`config.mk`:
```
export PLATFORM = sky130hd
export DESIGN_NAME = amcr_ctrl
export DESIGN_NICKNAME = d
export VERILOG_FILES = /design/src/sv/amcr_pkg.sv /design/src/sv/amcr_ctrl.sv
export SDC_FILE = /design/constraint.sdc
export NUM_CORES = 1
export LEC_CHECK = 0
export BUFFER_PORTS_ARGS = -buffer_cell sky130_fd_sc_hd__buf_2
export CAP_MARGIN = 20
export CORE_AREA = 2 2 39 41
export CTS_BUF_LIST = sky130_fd_sc_hd__clkbuf_8
export DETAILED_ROUTE_END_ITERATION = 10
export DIE_AREA = 0 0 41 43
export HOLD_SLACK_MARGIN = 0.15
export PLACE_DENSITY = 0.37
export SLEW_MARGIN = 20
export SYNTH_ARGS = -nofsm -noshare
export SYNTH_HDL_FRONTEND = slang
export SYNTH_SLANG_ARGS = --single-unit
```
`constraint.sdc`:
```
create_clock -name clk -period 3.2 [get_ports clk]
set_input_delay 0.16 -clock clk [delete_from_list [all_inputs] [get_ports clk]]
set_output_delay 0.16 -clock clk [all_outputs]
set_load 0.03 [all_outputs]
```
`src/sv/amcr_pkg.sv`:
```
// Shared types, constants and helper functions of the box collision resolver.
package amcr_pkg;

  localparam int MAX_BOXES = 64;
  localparam int BOX_AW    = (MAX_BOXES > 1) ? $clog2(MAX_BOXES) : 1;
  localparam int CNT_W     = $clog2(MAX_BOXES + 1);

  localparam int COORD_W   = 32;
  localparam int SIZE_W    = 24;
  localparam int WIDE_W    = COORD_W + 2;
  localparam int CFG_IDX_W = 2;

  typedef logic        [1:0]           opcode_t;
  typedef logic        [CFG_IDX_W-1:0] cfg_idx_t;
  typedef logic signed [COORD_W-1:0]   coord_t;
  typedef logic        [SIZE_W-1:0]    psize_t;
  typedef logic signed [WIDE_W-1:0]    wide_t;
  typedef logic        [CNT_W-1:0]     count_t;
  typedef logic        [BOX_AW-1:0]    box_addr_t;

  localparam opcode_t OP_ADD   = 2'd0;
  localparam opcode_t OP_CLEAR = 2'd1;
  localparam opcode_t OP_MOVE  = 2'd2;

  localparam cfg_idx_t CFG_SIZE_X = 2'd0;
  localparam cfg_idx_t CFG_SIZE_Y = 2'd1;
  localparam cfg_idx_t CFG_SIZE_Z = 2'd2;

  localparam psize_t RST_SIZE_X = 24'd39322;
  localparam psize_t RST_SIZE_Y = 24'd117965;
  localparam psize_t RST_SIZE_Z = 24'd39322;

  localparam count_t BOX_LIMIT = count_t'(MAX_BOXES);

  typedef struct packed {
    opcode_t opcode;
    coord_t  main_x;
    coord_t  main_y;
    coord_t  main_z;
    coord_t  aux_x;
    coord_t  aux_y;
    coord_t  aux_z;
  } amcr_in_t;

  typedef struct packed {
    coord_t result_x;
    coord_t result_y;
    coord_t result_z;
    logic   blocked;
    logic   status;
  } amcr_out_t;

  typedef struct packed {
    cfg_idx_t idx;
    psize_t   data;
  } amcr_cfg_t;

  typedef struct packed {
    coord_t cx;
    coord_t cy;
    coord_t cz;
    coord_t sx;
    coord_t sy;
    coord_t sz;
  } box_t;

  localparam int BOX_W = $bits(box_t);

  typedef enum logic [2:0] {
    ST_IDLE,
    ST_EXEC,
    ST_SCAN,
    ST_DRAIN,
    ST_FIN
  } state_t;

  typedef struct packed {
    logic capture;
    logic write_box;
    logic clear_tab;
    logic scan_rd;
    logic load_out;
  } cmd_t;

  typedef struct packed {
    opcode_t op;
    logic    table_full;
    logic    table_empty;
    logic    scan_last;
    logic    pipe_busy;
    logic    out_free;
  } sts_t;

  // Sign extension of a coordinate to the comparison width.
  function automatic wide_t widen(input coord_t v);
    return {{(WIDE_W - COORD_W){v[COORD_W-1]}}, v};
  endfunction

  // Floor half of a signed box size (arithmetic shift).
  function automatic wide_t half_box(input coord_t v);
    wide_t w;
    w = widen(v);
    return w >>> 1;
  endfunction

  // Player sizes are unsigned, so their half is a plain shift.
  function automatic wide_t half_player(input psize_t s);
    return {{(WIDE_W - SIZE_W + 1){1'b0}}, s[SIZE_W-1:1]};
  endfunction

  function automatic wide_t full_player(input psize_t s);
    return {{(WIDE_W - SIZE_W){1'b0}}, s};
  endfunction

  // Strict overlap of two intervals along one axis.
  function automatic logic overlap(input wide_t plo, input wide_t phi,
                                   input wide_t blo, input wide_t bhi);
    return (phi > blo) && (plo < bhi);
  endfunction

endpackage

```
`src/sv/amcr_ctrl.sv`:
```
// Controller state machine sequencing add, clear and move requests.
module amcr_ctrl (
  input  logic          clk,
  input  logic          rst_n,
  input  logic          in_valid,
  output logic          in_ready,
  input  amcr_pkg::sts_t sts,
  output amcr_pkg::cmd_t cmd
);
  import amcr_pkg::*;

  state_t state_r;
  state_t state_nxt;

  always_ff @(posedge clk) begin
    if (!rst_n) begin
      state_r <= ST_IDLE;
    end else begin
      state_r <= state_nxt;
    end
  end

  always_comb begin
    state_nxt = state_r;
    case (state_r)
      ST_IDLE: begin
        if (in_valid) begin
          state_nxt = ST_EXEC;
        end
      end
      ST_EXEC: begin
        if (sts.op == OP_MOVE && !sts.table_empty) begin
          state_nxt = ST_SCAN;
        end else begin
          state_nxt = ST_FIN;
        end
      end
      ST_SCAN: begin
        if (sts.scan_last) begin
          state_nxt = ST_DRAIN;
        end
      end
      ST_DRAIN: begin
        if (!sts.pipe_busy) begin
          state_nxt = ST_FIN;
        end
      end
      ST_FIN: begin
        if (sts.out_free) begin
          state_nxt = ST_IDLE;
        end
      end
      default: state_nxt = ST_IDLE;
    endcase
  end

  always_comb begin
    cmd      = '0;
    in_ready = 1'b0;
    case (state_r)
      ST_IDLE: begin
        in_ready    = rst_n;
        cmd.capture = in_valid && rst_n;
      end
      ST_EXEC: begin
        cmd.write_box = (sts.op == OP_ADD) && !sts.table_full;
        cmd.clear_tab = (sts.op == OP_CLEAR);
      end
      ST_SCAN: begin
        cmd.scan_rd = 1'b1;
      end
      ST_DRAIN: begin
      end
      ST_FIN: begin
        cmd.load_out = sts.out_free;
      end
      default: begin
      end
    endcase
  end

endmodule

```
==> flow_summary.ini <==
[floorplan]
rows = 14
die_h_um = 43
placeableCoreArea_mm2 = 0.00138
initial_utilization_pct = 15.1
dieArea_mm2 = 0.00176
io_pins = 16
fp.dieW_um = 41

[sta]
drv_slew = 0
final.period_utilization_pct = 48.1
clock_skew_ns = 0.00152
tightest_slew_ns = 0.263
rsz0062_at_grt = no
fin_crit_ns = 1.54
hold_viol_final = 0
max-slew-margin-rel_pct = 82.4
tns_ns = 0
setup_viol = 0
fmax_mhz = 650

[cells_and_area]
final_util_pct = 25.2
final_common_cell = buf_2
drive_gt1_share_pct = 50.0
max_flop_register = state_r
areaGrowthSynthToFinish_pct = 67.1
layout_common_cells = buf_2 (15), inv_1 (3), nor2_1 (3), clkbuf_8 (3), dfxtp_1 (3)
largest_register_ffs = 3
reg_top3 = state_r x3
final_nets = 55
n_antenna_cell = 0

[power]
power_leakage_nw = 0.171
ir_drop_mv = 0.177
power.total_w = 0.000177
power.density_mw_per_mm2 = 507

[critical_path]
critical_path_class = flip-flop to output pin
startpoint = state_r[0]$_SDFFE_PN0P_
worstPathArrival_ns = 1.38
critPathCaptureType = output pin
start_kind = flip-flop
critPathMaxFanout = 7
reg2reg_slack_ns = 2.11
required_ns = 3.04
worstReg2RegStart = state_r[0]$_SDFFE_PN0P_

[yosys]
yosysWarnings = 0
synth_area_leaders = dfxtp_1 (29%), nor4b_2 (7.2%), nand2b_1 (6.0%), mux2_2 (5.4%), nor2_1 (5.4%)
syn_avg_cell_area_um2 = 8.36
synth-seq-cells = 3
synth_top_cell_by_area = dfxtp_1
synth_top_area_share_pct = 28.7
synth_flop_cell = dfxtp_1
syn_inst = 25
ys_seq_area_share_pct = 28.7
async_reset_ff_share_pct = 0
synth.net_count = 35
synth_cell_types = 19
synth-edff-count = 0
synth_area_um2 = 209

[place]
dp_hpwl_um = 445
gp_congestion = 0.578
io_buffers = 15

[route]
viasPerCell = 4.03
ant_nets = 0
wl_per_cell_um = 8.77
first_pass_iters = 1
drtIter0Drc = 0
drt_wl_total_um = 526
vias = 242
drcViolationCount = 0

[global_route]
grtUsageMet3_pct = 3.66
gr-usage-met1_pct = 6.41
grt_pass1_wl_um = 828
grt_pass1_vias = 243
grt_max_degree = 9
grtUsageMet2_pct = 11.3
antenna_found_initial = 0
track_usage_pct = 7.52
top_usage_layer = met2
grt_overflow_total = 0

[clocking]
ctsHoldBuffers = 0
post_cts_buffers = 0
cts_num_sinks = 3
htreeDepth = 1
clkLatencyLatePin_ns = 0.21
post_cts_resized = 0
clk_pin_slew_ns = 0.03
clockBufferDepth = 2
cts_buffers = 3
cts_tree = done
clock-root-buffer = clkbuf_8

[min_path]
min_from = in_valid
hold_path_class = primary input to flip-flop

[status]
status = finished, final reports clean

[job]
maxCapViolations = 0
## routing by layer
layer  vias to the layer above  part of all wire (%)
met5                         -                     0
met4                         0                   3.4
met3                         2                    11
met2                        12                    48
met1                       101                    37
li1                        127                     -
## stage by stage
stage          area (um2)  setup slack [ns]  hold WS [ns]  cells
6_report              349              1.66         0.219     60
5_1_grt               349              1.55         0.231     60
4_1_cts               349              1.65         0.218     60
3_5_place_dp          304              1.88         0.443     56
3_3_place_gp          304              1.89         0.433     56
2_1_floorplan         209              1.46         0.313     25
## logic make-up (layout without fill, tap and decap cells)
logic type	count (synthesis)	after routing	share of synthesized area [%]
mux	1	1	5.39
buf+inv	2	21	3.59
flops	3	3	28.7
simple gates	14	14	46.1
compound gates	5	5	16.2
## synthesized netlist by cell type (2+ instances only)
cell / count
dfxtp_1: 3
inv_1: 2
nand2b_1: 2
nor2_1: 3
## layout make-up
type,count,area [um2]
fill,166,1030
sequential,3,60.1
timing repair buffer,15,75.1
clock inverter,1,3.75
clock buffer,3,41.3
inverter,2,7.51
multi-input combinational,20,141
tap,16,20.0
## worst max-delay path: stages (launching register included)
cell and delay, ns:
dfxtp_1 0.43, nand2b_1 0.10, or3_4 0.34, nor3_2 0.09, buf_2 0.21
## final timing paths
check / endpoint / cells past startpoint
setup reg to reg: state_r[0]$_SDFFE_PN0P_ / 3
hold / removal: state_r[0]$_SDFFE_PN0P_ / 3
setup / recovery: cmd[3] / 4
hold reg to reg: state_r[2]$_SDFFE_PN0P_ / 2
## report_power, final
part	internal (W)	total, W	switching (W)	leakage, nW
registers	0.0000396	0.0000423	0.00000270	0.0245
logic	0.0000130	0.0000286	0.0000155	0.119
clock network	0.0000816	0.000106	0.0000246	0.0269
total	0.000134	0.000177	0.0000428	0.171
Power figures use the tool's default switching activity.
